## src/hw/rtl/srpc_pkg.sv

```systemverilog
// shared codes, command types and fixed constants for the pileup counter
// no dependencies; imported by every module of the block
package srpc_pkg;

   // item kinds
   localparam logic [1:0] KIND_READ  = 2'd0;
   localparam logic [1:0] KIND_LOAD  = 2'd1;
   localparam logic [1:0] KIND_QUERY = 2'd2;

   // result status codes
   localparam logic [2:0] ST_COUNTED   = 3'd0;
   localparam logic [2:0] ST_REACHED   = 3'd1;
   localparam logic [2:0] ST_SATURATED = 3'd2;
   localparam logic [2:0] ST_REJECTED  = 3'd3;
   localparam logic [2:0] ST_LOADED    = 3'd4;
   localparam logic [2:0] ST_QUERY     = 3'd5;

   localparam logic [10:0] READ_LEN_RESET = 11'd20;
   localparam logic [7:0]  COUNT_MAX      = 8'd255;
   localparam int          QUEUE_DEPTH    = 2;

   // what the back end does with a command
   typedef enum logic [1:0] {
      OP_REPLY,
      OP_QUERY,
      OP_COUNT
   } op_type;

   typedef struct packed {
      op_type     op;
      logic [2:0] status;
   } cmd_ctl_type;

   typedef enum logic [1:0] {
      BK_CLEAR,
      BK_IDLE,
      BK_EXEC
   } back_state_type;

endpackage

```

## src/hw/rtl/srpc_queue.sv

```systemverilog
// small command fifo between the front and back ends
// depends on srpc_pkg for the queue depth
module srpc_queue
   import srpc_pkg::*;
#(
   parameter int WIDTH = 8
) (
   input  logic             clock,
   input  logic             reset,
   input  logic             push,
   input  logic [WIDTH-1:0] push_data,
   output logic             full,
   input  logic             pop,
   output logic [WIDTH-1:0] pop_data,
   output logic             not_empty
);

   localparam int PTR_W = $clog2(QUEUE_DEPTH);

   logic [WIDTH-1:0] slot_ff [0:QUEUE_DEPTH-1];
   logic [PTR_W-1:0] wr_ptr_ff, wr_ptr_in;
   logic [PTR_W-1:0] rd_ptr_ff, rd_ptr_in;
   logic [PTR_W:0]   cnt_ff, cnt_in;

   assign full      = (cnt_ff == (PTR_W+1)'(QUEUE_DEPTH));
   assign not_empty = (cnt_ff != '0);
   assign pop_data  = slot_ff[rd_ptr_ff];

   always_comb begin
      wr_ptr_in = push ? wr_ptr_ff + 1'b1 : wr_ptr_ff;
      rd_ptr_in = pop ? rd_ptr_ff + 1'b1 : rd_ptr_ff;
      cnt_in    = cnt_ff;
      if (push && !pop) begin
         cnt_in = cnt_ff + 1'b1;
      end else if (pop && !push) begin
         cnt_in = cnt_ff - 1'b1;
      end
   end

   always_ff @(posedge clock) begin
      if (reset) begin
         wr_ptr_ff <= '0;
         rd_ptr_ff <= '0;
         cnt_ff    <= '0;
      end else begin
         wr_ptr_ff <= wr_ptr_in;
         rd_ptr_ff <= rd_ptr_in;
         cnt_ff    <= cnt_in;
      end
   end

   always_ff @(posedge clock) begin
      if (push) begin
         slot_ff[wr_ptr_ff] <= push_data;
      end
   end

endmodule

```

## config.mk

```make
export PLATFORM = sky130hd
export DESIGN_NAME = srpc_queue
export DESIGN_NICKNAME = d
export VERILOG_FILES = /design/src/hw/rtl/srpc_pkg.sv /design/src/hw/rtl/srpc_queue.sv
export SDC_FILE = /design/constraint.sdc
export NUM_CORES = 1
export LEC_CHECK = 0
export BUFFER_PORTS_ARGS = -buffer_cell sky130_fd_sc_hd__buf_2
export CAP_MARGIN = 30
export CORE_UTILIZATION = 49
export CTS_CLUSTER_SIZE = 28
export DETAILED_ROUTE_END_ITERATION = 8
export PLACE_DENSITY = 0.81
export SETUP_SLACK_MARGIN = 0.5
export SLEW_MARGIN = 15
export SYNTH_ARGS = -nofsm -noshare
export SYNTH_HDL_FRONTEND = slang
export SYNTH_SLANG_ARGS = --single-unit
```

## constraint.sdc

```tcl
create_clock -name clock -period 3.5 [get_ports clock]
set_input_delay 0.7 -clock clock [delete_from_list [all_inputs] [get_ports clock]]
set_output_delay 0.7 -clock clock [all_outputs]
set_load 0.03 [all_outputs]
```

==> impl_metrics.py <==
metrics = {
    "global_route": {
        "grt_usage": 0.1158,
        "maximum_number_of_pins_on_one_net_before_global_route_repair": 12,
        "number_of_global_route_vias_before_repair": 406,
        "grt_first_pass_wirelength_um": 1531,
        "leftover_overflow_at_the_end_of_global_routing": 0,
        "antenna_found_initial": 0,
    },
    "timing": {
        "fin_tns_setup_ns": 0,
        "max-slew-margin-rel": 0.5372,
        "final-hold-violation-count": 0,
        "maxSlewViolCount": 0,
        "final.setup_skew_ns": 0.001713,
        "layout_worst_path_cycle_share": 0.5960,
        "postLayoutSetupSlackWorst_ns": 1.414,
        "fin_worst_hold_slack_ns": 0.5118,
        "achievable-frequency_ghz": 0.4794,
        "rsz_0062_raised_after_global_routing": "false",
        "setup_violations": 0,
        "layout_min_cycle_time_ns": 2.086,
        "worstMarginPinSlew_ns": 0.6928,
    },
    "place": {
        "pre_cts_slack_ns": 1.696,
        "placedInstanceArea_um2": 905.9,
        "port_bufs": 21,
        "detailedPlacementHpwl_um": 710.7,
        "routabilityCongestion": 0.6846,
        "post-place-cells": 83,
    },
    "worst_setup_path": {
        "cp-end-kind": "primary output",
        "timing.critical_path.fanout_max": 8,
        "timing.critical_path.required_ns": 2.80,
        "cp_slowest_stage_delay_ns": 0.54,
        "kind_of_start_point_of_the_critical_path": "flop",
        "slowest_stage": "sky130_fd_sc_hd__dfxtp_1",
        "worst_ep_arrival_time_ns": 1.39,
        "critical_path.cell_chain": "mux2_2 -> buf_2",
        "timing_worst_setup_path_type": "flop to primary output",
    },
    "route": {
        "route.detailed.wl_per_inst_um": 11.25,
        "route.antenna.remaining_nets": 0,
        "vias": 428,
        "drt_wl_total_um": 979,
        "routed_via_density": 4.920,
        "drt_iter0_drc": 6,
        "firstDrtPassIters": 4,
        "drc_errors": 0,
    },
    "finish": {
        "layout.nets": 85,
        "n_antenna_cell": 0,
        "post-route-cell-area_um2": 932.1,
        "layout.cells.most_common": "sky130_fd_sc_hd__buf_2",
        "drive_gt1_frac": 0.4789,
        "area.growth.synth_to_final_pct": 18.63,
        "mostFrequentLayoutCells": "sky130_fd_sc_hd__buf_2 (21), sky130_fd_sc_hd__edfxtp_1 (16), sky130_fd_sc_hd__mux2_2 (8), sky130_fd_sc_hd__dfxtp_1 (5), sky130_fd_sc_hd__nor2_1 (4)",
        "final_core_utilization": 0.6188,
        "final_cells": 87,
    },
    "clock_tree": {
        "post_cts_hold_buffers": 0,
        "worst_skew_pair.late_latency_ns": 0.29,
        "tritoncts.num_buffers": 3,
        "cts.path.max_buffers": 2,
        "tritoncts_num_sinks": 21,
        "cts_htree_levels": 1,
        "post_cts.resized_instances": 0,
        "clock_transition_at_the_registers_of_the_reported_paths_ns": 0.11,
        "post-cts-setup-buffer-count": 0,
        "cts_tree": "built",
        "clock_tree.root_cell": "sky130_fd_sc_hd__clkbuf_4",
    },
    "floorplanning": {
        "std_cell_rows": 14,
        "die_area_um2": 1768,
        "die_width_um": 42.05,
        "starting_utilization_of_the_core_area": 0.5216,
        "ios": 22,
        "dieHeight_um": 42.05,
        "core-area_um2": 1506,
    },
    "synth": {
        "synth-edff-count": 16,
        "synth_cell_types": 16,
        "synthesis.area_per_instance_um2": 16.72,
        "mappedNetlistNets": 60,
        "synth_area_um2": 785.8,
        "synth.yosys.seq_area_share": 0.7389,
        "synth-main-ff-cell": "sky130_fd_sc_hd__edfxtp_1",
        "ys_warn_count": 0,
        "postSynthRegisterBits": 21,
        "asyncSetResetFlopFracSynth": 0,
        "synthesis.instances": 47,
    },
    "power_and_ir_drop": {
        "cellLeakagePower_nw": 0.3762,
        "vdd_ir_drop_max_mv": 0.2563,
        "report.power.total_mw": 0.4952,
        "pwr_density_cell_nw_per_um2": 531.2,
    },
    "hold_path": {
        "timing.hold.worst.class": "flop to flop",
    },
    "run": {
        "maxCapViolCount": 0,
    },
    "outcome": {
        "status": "completed",
    },
}
==> cells in the mapped netlist (all sizes together) (2+ instances only) <==
cell type,instances,area [µm²]
dfxtp,5,100.1
edfxtp,16,480.5
mux2,8,90.09
nor2,4,15.01
xnor2,2,17.52
xor2,2,17.52
==> cell type report <==
| class | instances | area, µm² |
|---|---|---|
| flip-flops and latches | 21 | 580.6 |
| well taps | 16 | 20.02 |
| multi-input cells | 24 | 196.4 |
| clock buffers | 4 | 26.28 |
| repair buffers | 21 | 105.1 |
| fillers | 126 | 574.3 |
| inverters | 1 | 3.754 |
==> registers in the layout, indices dropped and copies added, names as in the netlist, named ones only <==
name       cells
cnt_ff         2
rd_ptr_ff      1
slot_ff       16
wr_ptr_ff      1
==> cells by family after synthesis <==
kind of cell / synth area share
fa+ha+maj: 0.01592
buf+inv: 0.01114
compound gates: 0.01273
simple gates: 0.06212
flops: 0.7389
xor+xnor: 0.04459
mux: 0.1147
==> metal layers <==
layer | global-route usage | wire [µm]
met1 | 0.1335 | 429
met4 | 0.03750 | 0
met3 | 0.02586 | 55
met5 | 0 | 0
met2 | 0.2125 | 494
==> power by group <==
group          internal [mW]  switching (mW)
clock network         0.0442          0.0652
logic                 0.0355          0.0525
registers              0.288          0.0100
total                  0.367           0.128
==> worst max-delay path: cells and delay by family (launching register included) <==
family	cells	cell delay [ns]
buffers and inverters	1	0.18
DFF	1	0.54
muxes	1	0.38
==> final timing paths <==
| check | start | to | slack (ns) | cells after the start |
|---|---|---|---|---|
| max | flop | pop_data[1] | 1.41 | 2 |
| min | cnt_ff[1]$_SDFFE_PP0P_ | cnt_ff[1]$_SDFFE_PP0P_ | 0.51 | 2 |
| max reg2reg | wr_ptr_ff$_SDFFE_PP0P_ | slot_ff[0][0]$_DFFE_PP_ | 2.25 | 1 |
| min reg2reg | cnt_ff[1]$_SDFFE_PP0P_ | cnt_ff[1]$_SDFFE_PP0P_ | 0.51 | 2 |
(Power assumes the default switching activity.)
