--- src/hw/rtl/srpc_pkg.sv ---
// shared codes, command types and fixed constants for the pileup counter
// no dependencies; imported by every module of the block
package srpc_pkg;

   // item kinds
   localparam logic [1:0] KIND_READ  = 2'd0;
   localparam logic [1:0] KIND_LOAD  = 2'd1;
   localparam logic [1:0] KIND_QUERY = 2'd2;

   // result status codes
   localparam logic [2:0] ST_COUNTED   = 3'd0;
   localparam logic [2:0] ST_REACHED   = 3'd1;
   localparam logic [2:0] ST_SATURATED = 3'd2;
   localparam logic [2:0] ST_REJECTED  = 3'd3;
   localparam logic [2:0] ST_LOADED    = 3'd4;
   localparam logic [2:0] ST_QUERY     = 3'd5;

   localparam logic [10:0] READ_LEN_RESET = 11'd20;
   localparam logic [7:0]  COUNT_MAX      = 8'd255;
   localparam int          QUEUE_DEPTH    = 2;

   // what the back end does with a command
   typedef enum logic [1:0] {
      OP_REPLY,
      OP_QUERY,
      OP_COUNT
   } op_type;

   typedef struct packed {
      op_type     op;
      logic [2:0] status;
   } cmd_ctl_type;

   typedef enum logic [1:0] {
      BK_CLEAR,
      BK_IDLE,
      BK_EXEC
   } back_state_type;

endpackage

--- src/hw/rtl/srpc_front.sv ---
// front end: accepts words, owns the length table and read length register,
// classifies each word into a command for the back end; uses srpc_pkg
module srpc_front
   import srpc_pkg::*;
#(
   parameter int NUM_SEQS = 4,
   parameter int POS_BITS = 14
) (
   input  logic                    clock,
   input  logic                    reset,
   input  logic                    start,
   output logic                    busy,
   input  logic [1:0]              req_kind,
   input  logic [7:0]              req_seq_index,
   input  logic [31:0]             req_position,
   input  logic                    req_reverse_strand,
   input  logic [31:0]             req_seq_length,
   input  logic                    csr_we,
   input  logic [10:0]             csr_wdata,
   input  logic                    hold,
   input  logic                    q_full,
   output logic                    push,
   output cmd_ctl_type             push_ctl,
   output logic [(NUM_SEQS > 1 ? $clog2(NUM_SEQS) : 1)+POS_BITS:0] push_addr
);

   localparam int SEQ_BITS = (NUM_SEQS > 1) ? $clog2(NUM_SEQS) : 1;
   localparam int LEN_W    = POS_BITS + 1;
   localparam logic [LEN_W-1:0]    CAP      = {1'b1, {POS_BITS{1'b0}}};
   localparam logic [7:0]          NSEQ8    = 8'(NUM_SEQS);
   localparam logic [SEQ_BITS-1:0] LAST_SEQ = SEQ_BITS'(NUM_SEQS - 1);

   logic [LEN_W-1:0] len_mem [0:NUM_SEQS-1];

   logic                clr_ff, clr_in;
   logic [SEQ_BITS-1:0] clr_idx_ff, clr_idx_in;
   logic                a_valid_ff, a_valid_in;
   logic [1:0]          kind_ff;
   logic [7:0]          seq_ff;
   logic [31:0]         pos_ff;
   logic                rev_ff;
   logic [LEN_W-1:0]    len_rd_ff;
   logic [10:0]         read_len_ff;

   logic                accept;
   logic                req_seq_ok;
   logic [SEQ_BITS-1:0] req_seq_m1;
   logic [SEQ_BITS-1:0] rd_idx;
   logic [LEN_W-1:0]    len_clamped;

   logic                seq_ok_a;
   logic [SEQ_BITS-1:0] seq_m1_a;
   logic [10:0]         rl_eff;
   logic [32:0]         rev_end;
   logic [32:0]         len33;
   logic [31:0]         fwd_off;
   logic [POS_BITS-1:0] rev_off;
   logic [POS_BITS-1:0] off;
   logic                read_fits;

   assign busy   = clr_ff || hold || (a_valid_ff && q_full);
   assign accept = start && !busy;
   assign push   = a_valid_ff && !q_full;

   assign req_seq_ok  = (req_seq_index != 8'd0) && (req_seq_index <= NSEQ8);
   assign req_seq_m1  = SEQ_BITS'(req_seq_index - 8'd1);
   assign rd_idx      = req_seq_ok ? req_seq_m1 : '0;
   assign len_clamped = (req_seq_length > 32'(CAP)) ? CAP : req_seq_length[LEN_W-1:0];

   // length table clear sweep after reset, and the staged word valid flag
   always_comb begin
      clr_in     = clr_ff;
      clr_idx_in = clr_idx_ff;
      if (clr_ff) begin
         clr_idx_in = clr_idx_ff + 1'b1;
         if (clr_idx_ff == LAST_SEQ) begin
            clr_in = 1'b0;
         end
      end
      a_valid_in = a_valid_ff;
      if (accept) begin
         a_valid_in = 1'b1;
      end else if (push) begin
         a_valid_in = 1'b0;
      end
   end

   always_ff @(posedge clock) begin
      if (reset) begin
         clr_ff      <= 1'b1;
         clr_idx_ff  <= '0;
         a_valid_ff  <= 1'b0;
         read_len_ff <= READ_LEN_RESET;
      end else begin
         clr_ff     <= clr_in;
         clr_idx_ff <= clr_idx_in;
         a_valid_ff <= a_valid_in;
         if (csr_we) begin
            read_len_ff <= csr_wdata;
         end
      end
   end

   always_ff @(posedge clock) begin
      if (accept) begin
         kind_ff <= req_kind;
         seq_ff  <= req_seq_index;
         pos_ff  <= req_position;
         rev_ff  <= req_reverse_strand;
      end
   end

   // length table: one write and one registered read per cycle
   always_ff @(posedge clock) begin
      if (clr_ff) begin
         len_mem[clr_idx_ff] <= '0;
      end else if (accept && req_seq_ok && req_kind == KIND_LOAD) begin
         len_mem[req_seq_m1] <= len_clamped;
      end
      if (accept) begin
         len_rd_ff <= len_mem[rd_idx];
      end
   end

   // classify the staged word
   assign seq_ok_a = (seq_ff != 8'd0) && (seq_ff <= NSEQ8);
   assign seq_m1_a = SEQ_BITS'(seq_ff - 8'd1);
   assign rl_eff   = (read_len_ff == 11'd0) ? 11'd1 : read_len_ff;
   assign rev_end  = {1'b0, pos_ff} + 33'(rl_eff) - 33'd1;
   assign len33    = 33'(len_rd_ff);
   assign fwd_off  = pos_ff - 32'd1;
   assign rev_off  = POS_BITS'(rev_end - 33'd1);
   assign read_fits = rev_ff ? (rev_end <= len33) : ({1'b0, pos_ff} <= len33);

   always_comb begin
      push_ctl = '{op: OP_REPLY, status: ST_REJECTED};
      off      = '0;
      if (seq_ok_a) begin
         case (kind_ff)
            KIND_LOAD: begin
               push_ctl.status = ST_LOADED;
            end
            KIND_QUERY: begin
               if (pos_ff[31:POS_BITS] == '0) begin
                  push_ctl = '{op: OP_QUERY, status: ST_QUERY};
                  off      = pos_ff[POS_BITS-1:0];
               end
            end
            KIND_READ: begin
               if (pos_ff != 32'd0 && read_fits) begin
                  push_ctl = '{op: OP_COUNT, status: ST_COUNTED};
                  off      = rev_ff ? rev_off : fwd_off[POS_BITS-1:0];
               end
            end
            default: begin
               push_ctl = '{op: OP_REPLY, status: ST_REJECTED};
            end
         endcase
      end
   end

   assign push_addr = {seq_m1_a, rev_ff, off};

endmodule

--- config.mk ---
export PLATFORM = sky130hd
export DESIGN_NAME = srpc_front
export DESIGN_NICKNAME = d
export VERILOG_FILES = /design/src/hw/rtl/srpc_pkg.sv /design/src/hw/rtl/srpc_front.sv
export SDC_FILE = /design/constraint.sdc
export NUM_CORES = 1
export LEC_CHECK = 0
export BUFFER_PORTS_ARGS = -buffer_cell sky130_fd_sc_hd__clkbuf_2
export CORE_MARGIN = 2
export CORE_UTILIZATION = 30
export DETAILED_ROUTE_END_ITERATION = 10
export SYNTH_ARGS = -nofsm -noshare
export SYNTH_HDL_FRONTEND = slang
export SYNTH_SLANG_ARGS = --single-unit
--- constraint.sdc ---
create_clock -name clock -period 11.15 [get_ports clock]
set_input_delay 1.115 -clock clock [delete_from_list [all_inputs] [get_ports clock]]
set_output_delay 1.115 -clock clock [all_outputs]
set_load 0.005 [all_outputs]
==> summary.txt <==
Run status: complete, no violations
Layout Cells excl Fill: 1417
Peak supply drop: 104 µV
Slew headroom: 32.7%
Final setup violation count: 0
Top post-synthesis cells by area: edfxtp_1, ha_1, inv_1, mux2i_1, a21oi_1
Layout cells sized above 1: 17.7%
Flop-to-flop setup slack: 7.59 ns
FFs w/ async S/R, synth: 0%
Final TNS setup: 0 ns
Via/cell ratio: 5.09
First-pass GRT wire length: 38900 µm
GR Util met3: 3.43%
RSZ-0062 raised after global routing: false
TritonRoute pass-1 iters: 6
CTS sink count: 133
Post-synthesis register bit count: 133
Worst-Margin Slew: 1.00 ns
Post-synthesis sequential area ratio: 42.1%
Number of synthesis warnings: 0
Footprint of the multi-input gates: 4800 µm²
CP max FO: 13
Initial antenna violation count: 0
GP Congestion: 0.923
Crit path from: read_len_ff[6]
Arr. time, crit path: 5.97 ns
Post-layout nets: 1194
Final hold violation count: 0
Worst hold path type: reg2reg
Post-synth top area share: 38.8%
Antenna Nets Post-Route: 0
Fill cell count: 3022
Primary FF master, synth: edfxtp_1
Worst R2R End: len_mem[1][14]
Crit. End Element: output pin
Clock root buffer: clkbuf_16
CTS Buffer Depth: 2
Fin Hold WS: 0.508 ns
Nature of the critical path startpoint: flop
DP Area: 10100 µm²
Met2 Usage GRT: 28.7%
# H-tree levels: 4
Gr busiest metal: met2
Final core utilization: 36.1%
Most common cell after layout, fill and taps aside: edfxtp_1
1st-iter DRT viols: 425
Die area: 31900 µm²
DRC: 0
DRT Wirelength: 24900 µm
Post-route cell area: 10800 µm²
Mapped Nets: 1082
Worst skew pair latency: 0.44 ns
Crit Reg-Reg Startpoint: clr_ff
Synth Cell Area: 9140 µm²
Row cnt: 63
Total power: 1.41 mW
Tcrit/Tclk final: 63.6%
M1 GR Usage: 18.8%
Fmax achieved: 141 MHz
ANT cells: 0
Clock Pin Slew Worst Setup and Hold Paths: 0.07 ns
Post-synthesis cell count: 902
Gr usage total: 16.1%
Port Buf Inserts: 115
Most frequent cells in the layout: edfxtp_1, clkbuf_2, inv_1
Hold Buf Count CTS: 0
Largest net degree at the start of global routing: 61
Syn avg cell area: 10.1 µm²
Slew Viols, Final: 0
P&R area growth vs syn: 17.8%
Area leader, netlist: edfxtp_1
CP Data Required Time: 10.04 ns
I/O pins: 116
Die width: 179 µm
Pre-CTS WS: 4.55 ns
Tmin final: 7.09 ns
Initial core utilization: 30.7%
Number of global-route vias before repair: 7327
Final clock skew: 0.0108 ns
Max Cap Viol: 0
CTS tree: built
Placed Cells incl. Taps: 1385
Core area: 29800 µm²
DPL Wire Length: 19500 µm
WL per Instance: 17.6 µm
R2R depth: 6
Crit path capture: push_addr[10]
Post-CTS Resized: 0
Gr ovfl total: 0
Post-synth EDFFs: 118
Cts bufs inserted: 17
Via Count: 7218
Leakage power: 4.44 nW
Reg area: 3840 µm²
CP Class: reg2out
P per Cell Area: 131 nW/µm²
Post-CTS Setup Inserts: 0
Final Worst Setup Slack: 4.06 ns
Die H: 179 µm
Post-synth cell types: 87
==> cell type report <==
cell class,instances,share of cell area [%]
Clock inverter,15,1.73
Tap cell,390,4.53
Sequential cell,133,35.7
Timing Repair Buffer,121,5.77
Inverter,106,3.70
Clock buffer,17,3.95
Multi-Input combinational cell,635,44.6
==> logic make-up after synthesis <==
family	after synthesis	synth area share (%)
and+or+nand+nor	258	15.9
AOI/OAI and AO/OA	221	16.9
buffers and inverters	134	5.96
DFF	133	42.1
adders and majority gates	88	12.1
muxes	35	3.85
xor gates and xnor gates	33	3.16
==> Yosys cell counts, types with 17 or more instances <==
library cell,n
mux2i_1,34
o22ai_1,19
a21oi_1,60
edfxtp_1,118
inv_1,106
ha_1,87
nand2_1,39
nand3_1,21
nor2_1,63
o21ai_0,30
and2_1,17
xnor2_1,18
==> worst max-delay path, cell delays in order, from the launching register on <==
cell,delay [ns]
dfxtp_1,0.32
nor4_1,0.39
a41oi_1,0.20
ha_1,0.21
inv_1,0.05
ha_1,0.18
inv_1,0.06
fa_1,0.39
nand2b_1,0.23
a211o_1,0.36
a21oi_1,0.14
nor2_1,0.08
xor2_1,0.17
ha_1,0.22
a211oi_1,0.20
o21ai_0,0.15
a21oi_1,0.16
nand2_1,0.08
a211oi_1,0.24
o211ai_1,0.18
nor4_4,0.35
a41oi_4,0.19
nor3_4,0.50
a22o_1,0.32
clkbuf_2,0.15
==> state kept, by name, indices dropped and copies added (netlist names) <==
signal	flops
len_mem	60
pos_ff	32
clr_ff	1
seq_ff	8
a_valid_ff	1
kind_ff	2
rev_ff	1
len_rd_ff	15
read_len_ff	11
clr_idx_ff	2
==> power breakdown <==
group          internal [mW]  switching [mW]
registers              0.594          0.0175
clock network          0.322           0.257
logic                 0.0859           0.132
==> how the worst min path moves through the flow <==
| stage | start | endpoint | slack (ns) | cells past startpoint |
|---|---|---|---|---|
| floorplan | read_len_ff[5] | read_len_ff[5] | 0.46 | 2 |
| global placement | read_len_ff[5] | read_len_ff[5] | 0.48 | 2 |
| detailed placement | a_valid_ff | a_valid_ff | 0.50 | 2 |
| CTS | read_len_ff[5] | read_len_ff[5] | 0.52 | 2 |
| global route | a_valid_ff | a_valid_ff | 0.56 | 2 |
| finish | a_valid_ff | a_valid_ff | 0.51 | 2 |
==> layer usage <==
layer	share of wire, %	vias up	routed length, µm
li1	-	3585	-
met1	43	3444	10700
met2	51	160	12600
met3	4.2	29	1040
met4	2.5	0	631
met5	0	-	0
(Power assumes the default switching activity.)
